`src/hdl/lfsf_ram.sv`:
```
// Simple dual-port RAM, one write and one registered read port, read-first.
module lfsf_ram #(
  parameter int unsigned Width = 8,
  parameter int unsigned Depth = 16,
  localparam int unsigned AddrW = (Depth > 1) ? $clog2(Depth) : 1
) (
  input  logic             clk_i,
  input  logic             we_i,
  input  logic [AddrW-1:0] waddr_i,
  input  logic [Width-1:0] wdata_i,
  input  logic             re_i,
  input  logic [AddrW-1:0] raddr_i,
  output logic [Width-1:0] rdata_o
);

  logic [Width-1:0] mem [Depth];
  logic [Width-1:0] rdata_q;

  always_ff @(posedge clk_i) begin
    if (we_i) begin
      mem[waddr_i] <= wdata_i;
    end
    if (re_i) begin
      rdata_q <= mem[raddr_i];
    end
  end

  assign rdata_o = rdata_q;

endmodule

```
`config.mk`:
```
export PLATFORM = sky130hd
export DESIGN_NAME = lfsf_ram
export DESIGN_NICKNAME = d
export VERILOG_FILES = /design/src/hdl/lfsf_ram.sv
export SDC_FILE = /design/constraint.sdc
export NUM_CORES = 1
export LEC_CHECK = 0
export BUFFER_PORTS_ARGS = -buffer_cell sky130_fd_sc_hd__buf_2
export CORE_ASPECT_RATIO = 1.75
export CORE_MARGIN = 3
export CORE_UTILIZATION = 60
export CTS_BUF_LIST = sky130_fd_sc_hd__clkbuf_16
export CTS_CLUSTER_SIZE = 10
export DETAILED_ROUTE_END_ITERATION = 6
export GPL_TIMING_DRIVEN = 0
export PLACE_DENSITY = 0.78
export SYNTH_ARGS = -nofsm -noshare
export SYNTH_HDL_FRONTEND = slang
export SYNTH_SLANG_ARGS = --single-unit
```
`constraint.sdc`:
```
create_clock -name clk_i -period 2.1 [get_ports clk_i]
set_input_delay 0.42 -clock clk_i [delete_from_list [all_inputs] [get_ports clk_i]]
set_output_delay 0.42 -clock clk_i [all_outputs]
set_load 0.05 [all_outputs]
```
==> results of run 1 <==
worst max-delay path, cell delays in order:
cell,delay [ns]
buf_2,0.12
or3b_2,0.52
nor3_1,0.95
layer usage:
metal	up-vias	wire length, µm	track usage [%]
met5	-	0	0
met4	0	280	11.6
met3	17	648	5.49
met2	101	5530	39.0
met1	1225	3470	26.4
li1	1068	-	-
placed cells by master (no fill, tap or decap):
cell	n
inv_1	3
clkdlybuf4s25_2	3
and2b_1	1
nor2_1	13
nand2_1	9
buf_2	28
edfxtp_1	136
nor3_1	4
nor2b_1	1
clkinv_1	2
nand2b_1	2
buf_6	3
or3b_2	1
clkbuf_16	17
mux4_1	14
bufinv_16	4
nand3_1	1
buf_4	1
and2_1	1
nand3b_1	2
a22oi_1	16
clkinvlp_4	1
mux4_2	18
clkinv_2	4
Yosys cell counts, drive strengths merged:
library cell / n / area (µm²)
nor3: 4 / 20.0
or3b: 1 / 8.76
nor2: 13 / 48.8
nand2: 9 / 33.8
edfxtp: 136 / 4080
a22oi: 16 / 120
nand3b: 2 / 15.0
buf: 7 / 56.3
and2b: 1 / 7.51
mux4: 32 / 773
nand3: 1 / 5.00
and2: 1 / 6.26
nand2b: 2 / 12.5
nor2b: 1 / 6.26
clkdlybuf4s25: 3 / 30.0
cells by family after synthesis:
kind of cell,share of synthesized area (%)
simple gates,3.14
mux,14.8
flops,78.1
compound gates,2.30
buf+inv,1.65
through the flow:
stage / hold WS [ns] / setup WS, ns / power, mW
after floorplan: 0.519 / 0.187 / 3.33
after global placement: 0.752 / -0.380 / 3.45
after detailed placement: 0.766 / -0.386 / 3.46
after CTS: 0.335 / 0.0528 / 6.39
after global routing: 0.351 / 0.0199 / 6.56
final: 0.349 / 0.106 / 6.35
state kept, by name, summed over array words and instances, names as in the netlist:
register  count
rdata_o       8
mem         128
where the power goes:
group | total [mW] | leakage [nW] | switching (mW) | internal (mW)
Clock | 2.94 | 0.301 | 0.997 | 1.94
Combinational | 0.331 | 0.518 | 0.213 | 0.118
Sequential | 3.08 | 1.24 | 0.0140 | 3.06
Total | 6.35 | 2.05 | 1.22 | 5.12
final timing paths:
check | to | cells after the start | slack, ns
max reg2reg | rdata_o[3] | 3 | 0.54
min | rdata_o[4] | 1 | 0.35
min reg2reg | rdata_o[2] | 3 | 0.77
max | mem[0][0] | 3 | 0.11
layout make-up:
class	instances	area (µm²)	share of cell area, %
clock inverter	14	166	2.73
tap	115	144	2.36
multi-input combinational	83	1060	17.4
buffer	10	86.3	1.42
sequential	136	4080	67.1
clock buffer	17	425	6.99
timing repair buffer	25	125	2.06
==> flow_summary_export.csv, run 1 <==
group,metric,value,unit
global_route,globalRouteOverflowTotal,0,
floorplan,rows,44,
layout,layout.nets,292,
worst_setup_path,crit_arrival,2.01,ns
yosys,syn_area_per_cell,22.8,µm²
drt,dr.first_iter.drc_count,239,
worst_setup_path,timing.rr.start,"mem[1][3]",
placed_design,io_buffers,25,
outcome,status,"complete, no violations",
global_route,grt_pass1_vias,2538,
yosys,ys_ff_latch,136,
cts,h-tree-depth,4,
sta,worst_clock_skew,0.00933,ns
layout,postLayoutCoreUtil,72.8,%
layout,fillers,494,
sta,finalCritPeriodShare,95.0,%
sta,final-setup-viol-count,0,
yosys,synthesis.area,5230,µm²
placed_design,dp.cells,369,
floorplan,core_area,8370,µm²
worst_setup_path,path_max_fanout,8,
worst_hold_path,hold_path.class,"in2reg",
cts,root_buffer,"clkbuf_16",
layout,stdcell_count,400,
floorplan,initial_core_util,62.5,%
floorplan,ioPinCount,27,
drt,viasPerCell,6.03,
power_and_ir_drop,vdd_drop_max,0.00104,V
placed_design,dpl_cell_area,5500,µm²
yosys,synth_cells,229,
sta,relSlewSlack,14.5,%
job,cap_violations,0,
drt,ant_nets,0,
placed_design,dpl.hpwl,6370,µm
drt,wirelength,9920,µm
yosys,yosysWarningCount,0,
drt,route.detailed.drc,0,
yosys,synth_nets,248,
layout,synthToLayoutAreaGrowth,16.5,%
cts,cts_hold_buf,0,
floorplan,chipHeight,129,µm
worst_setup_path,worstSetupPathType,"in2reg",
worst_setup_path,startpoint,"waddr_i[2]",
worst_setup_path,setup.worst_path.end_class,"register",
power_and_ir_drop,powerDensity,1040,nW/µm²
sta,fin_crit,1.99,ns
sta,worst_pin_slew,1.27,ns
global_route,antenna_found_initial,0,
drt,wl_per_cell,24.8,µm
cts,cts-buffers-inserted,17,
worst_setup_path,cp-start-kind,"input port",
cts,path_clk_slew,0.06,ns
cts,clock_path_buffers,2,
sta,finalSetupTns,0,ns
drt,via_count,2411,
sta,fmax,501,MHz
yosys,synthDistinctLibCells,18,
global_route,grt_max_degree,17,
layout,final_cell_area,6090,µm²
global_route,grt.total_usage,22.6,%
cts,clkLatencyLatePin,0.41,ns
placed_design,place.gp.congestion,0.896,
drt,firstDrtPassIters,5,
cts,cts_sinks,136,
floorplan,die_area,9910,µm²
sta,report.final.slew_viol_count,0,
global_route,grt_pass1_wl,15200,µm
yosys,yosysSeqAreaShare,78.1,%
layout,final_layout_size_suffix_gt1_share,28.1,%
worst_hold_path,hp-start,"re_i",
cts,post_cts_resized,0,
layout,antenna_cells,0,
power_and_ir_drop,leakage,2.05,nW
sta,hold_viol,0,
cts,cts_setup_buffers,0,
floorplan,die_x,76.6,µm
worst_setup_path,cp_data_required_time,2.11,ns
cts,cts_tree,"built",
sta,rsz0062_at_grt,"false",
Note: power is estimated with default switching activity, not from simulation.
==> run 2, diff against run 1 <==
--- a/config.mk
+++ b/config.mk
@@ -7,13 +7,13 @@
 export LEC_CHECK = 0
 export BUFFER_PORTS_ARGS = -buffer_cell sky130_fd_sc_hd__buf_2
 export CORE_ASPECT_RATIO = 1.75
-export CORE_MARGIN = 3
+export CORE_MARGIN = 8
 export CORE_UTILIZATION = 60
 export CTS_BUF_LIST = sky130_fd_sc_hd__clkbuf_16
 export CTS_CLUSTER_SIZE = 10
 export DETAILED_ROUTE_END_ITERATION = 6
 export GPL_TIMING_DRIVEN = 0
-export PLACE_DENSITY = 0.78
+export PLACE_DENSITY = 0.82
 export SYNTH_ARGS = -nofsm -noshare
 export SYNTH_HDL_FRONTEND = slang
 export SYNTH_SLANG_ARGS = --single-unit
==> flow_summary_export.csv, run 2 (synthesized netlist as in run 1, its figures left out) <==
group,metric,value,unit
cts,cts-buffers-inserted,17,
job,cap_violations,0,
outcome,status,"complete, no violations",
cts,post_cts_resized,0,
cts,cts_hold_buf,0,
worst_setup_path,r2r_slack,0.49,ns
sta,rsz0062_at_grt,"false",
power_and_ir_drop,leakage,2.05,nW
cts,root_buffer,"clkbuf_16",
worst_setup_path,timing.rr.start,"mem[1][1]",
worst_setup_path,cp_data_required_time,2.12,ns
drt,ant_nets,0,
layout,synthToLayoutAreaGrowth,17.0,%
global_route,globalRouteOverflowTotal,0,
drt,wirelength,10000,µm
drt,dr.first_iter.drc_count,212,
cts,cts_tree,"built",
global_route,antenna_found_initial,0,
placed_design,post-place-ws,-0.394,ns
floorplan,ioPinCount,27,
layout,layout_commonest_cell,"edfxtp_1",
worst_setup_path,path_cells,"buf_2, nand3b_1, nor3_1",
worst_setup_path,cp-start-kind,"input port",
cts,cts_sinks,136,
placed_design,io_buffers,25,
sta,fmax,557,MHz
cts,clkLatencyLatePin,0.41,ns
power_and_ir_drop,finalPower,6.42,mW
floorplan,die_x,86.6,µm
drt,firstDrtPassIters,5,
floorplan,initial_core_util,61.1,%
sta,finalCritPeriodShare,85.5,%
layout,final_layout_size_suffix_gt1_share,29.3,%
sta,worst_pin_slew,1.29,ns
sta,final-setup-viol-count,0,
worst_setup_path,critPathTopFamily,"simple AND/OR/NAND/NOR gates",
worst_setup_path,setup.worst_path.end_class,"register",
cts,path_clk_slew,0.06,ns
global_route,grt_max_degree,17,
sta,report.final.slew_viol_count,0,
drt,wl_per_cell,24.8,µm
worst_hold_path,hp-start,"re_i",
drt,viasPerCell,6.10,
cts,h-tree-depth,4,
global_route,grt_pass1_vias,2601,
layout,final_cell_area,6110,µm²
placed_design,dpl.hpwl,6480,µm
drt,route.detailed.drc,0,
worst_setup_path,crit_arrival,1.82,ns
global_route,grt.total_usage,18.6,%
worst_setup_path,path_max_fanout,8,
cts,clock_path_buffers,2,
worst_setup_path,worstSetupPathType,"in2reg",
worst_setup_path,max_stage_delay,1.02,ns
sta,worst_clock_skew,0.00419,ns
worst_setup_path,startpoint,"waddr_i[2]",
placed_design,dpl_cell_area,5500,µm²
sta,relSlewSlack,13.2,%
worst_setup_path,cpMaxStageDelayCell,"nor3_1",
power_and_ir_drop,powerDensity,1050,nW/µm²
drt,via_count,2466,
power_and_ir_drop,vdd_drop_max,0.000929,V
floorplan,rows,45,
placed_design,place.gp.congestion,0.784,
sta,hold_viol,0,
floorplan,die_area,12100,µm²
global_route,grt_pass1_wl,15600,µm
sta,holdWs,0.354,ns
sta,finalSetupTns,0,ns
layout,largest_reg_flops,128,
layout,final_cell_mix,"136 x edfxtp_1, 29 x buf_2, 18 x mux4_2",
worst_setup_path,path_buf_inv,1,
cts,cts_setup_buffers,0,
sta,fin_crit,1.80,ns
layout,antenna_cells,0,
layout,layout.nets,293,
sta,timing.final.ws_setup,0.305,ns
floorplan,core_area,8560,µm²
worst_hold_path,hold_path.class,"in2reg",
layout,top_register,"mem",
floorplan,chipHeight,139,µm
[run 2: path summary, 6_finish.rpt]
check | end | depth (start not counted)
max | mem[8][5] | 3
min | rdata_o[4] | 1
max reg2reg | rdata_o[1] | 3
min reg2reg | rdata_o[2] | 3
[run 2: layout make-up]
class	count	area, µm²
plain buffers	10	86.3
well taps	117	146
clock buffers	17	425
multi-input cells	83	1060
fillers	533	2440
repair buffers	26	130
clock inverters	15	185
flip-flops and latches	136	4080
[run 2: routing by layer]
metal | GRT usage [%] | up-vias | routed length (µm)
met5 | 0 | - | 0
met4 | 8.49 | 0 | 272
met3 | 6.49 | 19 | 601
met2 | 30.3 | 113 | 5370
met1 | 21.4 | 1266 | 3780
li1 | - | 1068 | -
[run 2: report_power, final]
part           switching [mW]  total, mW  internal [mW]
Combinational           0.213      0.332          0.118
Clock                    1.05       3.01           1.96
Sequential             0.0143       3.07           3.06
Total                    1.27       6.42           5.14
[run 2: worst reg2reg max path, delay by kind of cell (launching register included)]
family / cells / cell delay (ns)
flops: 1 / 0.36
simple gates: 1 / 0.08
mux: 1 / 0.60
compound gates: 1 / 0.32
[run 2: through the flow]
stage / utilization [%] / std cells
after floorplan: - / 229
after global placement: 64.3 / 371
after detailed placement: 64.3 / 371
after CTS: 71.4 / 403
after global routing: 71.4 / 404
final: 71.4 / 404
==> run 3, diff against run 2 <==
--- a/config.mk
+++ b/config.mk
@@ -14,6 +14,7 @@
 export DETAILED_ROUTE_END_ITERATION = 6
 export GPL_TIMING_DRIVEN = 0
 export PLACE_DENSITY = 0.82
+export RECOVER_POWER = 25
 export SYNTH_ARGS = -nofsm -noshare
 export SYNTH_HDL_FRONTEND = slang
 export SYNTH_SLANG_ARGS = --single-unit
==> flow_summary_export.csv, run 3 (synthesized netlist as in run 1, its figures left out) <==
group,metric,value,unit
power_and_ir_drop,finalPower,6.42,mW
power_and_ir_drop,powerDensity,1050,nW/µm²
cts,clkLatencyLatePin,0.41,ns
worst_setup_path,path_buf_inv,1,
worst_setup_path,cp_data_required_time,2.12,ns
worst_setup_path,setup.worst_path.end_class,"register",
sta,final-setup-viol-count,0,
cts,cts_setup_buffers,0,
layout,layout_commonest_cell,"edfxtp_1",
drt,route.detailed.drc,0,
cts,h-tree-depth,4,
cts,post_cts_resized,0,
global_route,globalRouteOverflowTotal,0,
cts,cts_sinks,136,
worst_setup_path,crit_arrival,1.83,ns
sta,finalSetupTns,0,ns
power_and_ir_drop,vdd_drop_max,0.000933,V
worst_setup_path,path_cells,"buf_2, nand3b_1, nor3_1",
sta,relSlewSlack,12.0,%
drt,firstDrtPassIters,5,
worst_setup_path,cpMaxStageDelayCell,"nor3_1",
layout,stdcell_count,404,
floorplan,core_area,8560,µm²
layout,final_layout_size_suffix_gt1_share,27.5,%
floorplan,die_x,86.6,µm
sta,fmax,553,MHz
floorplan,ioPinCount,27,
layout,final_cell_area,6110,µm²
power_and_ir_drop,clockPowerShare,46.9,%
cts,path_clk_slew,0.05,ns
cts,cts_hold_buf,0,
sta,worst_pin_slew,1.31,ns
worst_setup_path,r2r_slack,0.49,ns
floorplan,rows,45,
global_route,grt_pass1_wl,15600,µm
sta,rsz0062_at_grt,"false",
worst_setup_path,max_stage_delay,1.04,ns
global_route,grt.total_usage,18.6,%
sta,finalCritPeriodShare,86.1,%
layout,largest_reg_flops,128,
drt,ant_nets,0,
worst_setup_path,path_max_fanout,8,
sta,fin_crit,1.81,ns
placed_design,io_buffers,25,
drt,dr.first_iter.drc_count,215,
global_route,grt_pass1_vias,2601,
power_and_ir_drop,internal_power,5.14,mW
placed_design,dp.cells,371,
floorplan,initial_core_util,61.1,%
worst_setup_path,critPathTopFamily,"simple AND/OR/NAND/NOR gates",
layout,top_register,"mem",
worst_setup_path,cp-start-kind,"input port",
layout,final_cell_mix,"136 x edfxtp_1, 24 x buf_2, 18 x mux4_2",
floorplan,die_area,12100,µm²
drt,via_count,2470,
sta,report.final.slew_viol_count,0,
cts,cts-buffers-inserted,17,
drt,wl_per_cell,24.8,µm
global_route,grt_max_degree,17,
cts,root_buffer,"clkbuf_16",
drt,viasPerCell,6.11,
outcome,status,"complete, no violations",
floorplan,chipHeight,139,µm
layout,multi_input_area,1060,µm²
placed_design,dpl_cell_area,5500,µm²
power_and_ir_drop,leakage,2.04,nW
drt,wirelength,10000,µm
layout,seqCellArea,4080,µm²
placed_design,dpl.hpwl,6480,µm
worst_setup_path,worstSetupPathType,"in2reg",
layout,layout.nets,293,
sta,worst_clock_skew,0.00365,ns
layout,fillers,534,
sta,hold_viol,0,
power_and_ir_drop,p_switching,1.28,mW
power_and_ir_drop,netSwitchingFraction,19.9,%
cts,cts_tree,"built",
power_and_ir_drop,pwr-share-comb,5.1,%
layout,antenna_cells,0,
layout,synthToLayoutAreaGrowth,16.9,%
placed_design,place.gp.congestion,0.784,
global_route,antenna_found_initial,0,
power_and_ir_drop,pwr-share-seq,47.9,%
worst_hold_path,hold_path.class,"in2reg",
cts,clock_path_buffers,2,
job,cap_violations,0,
[run 3: changes by cell type in the layout (fill, tap and decap cells not counted), sizes merged]
| cell | before | now |
|---|---|---|
| buf | 33 | 28 |
| clkbuf | 17 | 22 |
[run 3: worst paths after layout]
kind / cells past startpoint / start / to
worst min-delay path: 1 / wdata_i[5] / mem[7][5]
worst max register to register: 3 / mem[1][1] / rdata_o[1]
worst max-delay path: 3 / waddr_i[2] / mem[8][5]
worst min register to register: 3 / mem[12][2] / rdata_o[2]
[run 3: final cells by class]
class / instances / area share (%)
repair buffers: 26 / 2.03
plain buffers: 10 / 1.41
clock buffers: 17 / 6.96
flip-flops and latches: 136 / 66.9
clock inverters: 15 / 3.03
multi-input cells: 83 / 17.3
well taps: 117 / 2.40
[run 3: power groups by stage]
stage               sequential, mW  combinational (mW)  clock, mW
floorplan                     3.17               0.154          0
global placement              3.12               0.320          0
detailed placement            3.13               0.331          0
CTS                           3.08               0.335       3.03
global route                  3.08               0.351       3.14
finish                        3.08               0.330       3.01
[run 3: stage by stage]
step                      hold WS (ns)  worst slack [ns]  utilization (%)
final                            0.424             0.292             71.4
after global routing             0.421             0.210             71.4
after CTS                        0.336            0.0458             71.4
after detailed placement         0.769            -0.394             64.3
after global placement           0.746            -0.364             64.3
after floorplan                  0.519             0.187                -
[run 3: layer usage]
metal | up-vias | GRT usage, % | share of wire [%]
li1 | 1068 | - | -
met1 | 1265 | 21.4 | 38
met2 | 118 | 30.3 | 53
met3 | 19 | 6.49 | 5.7
met4 | 0 | 8.49 | 2.7
met5 | - | 0 | 0
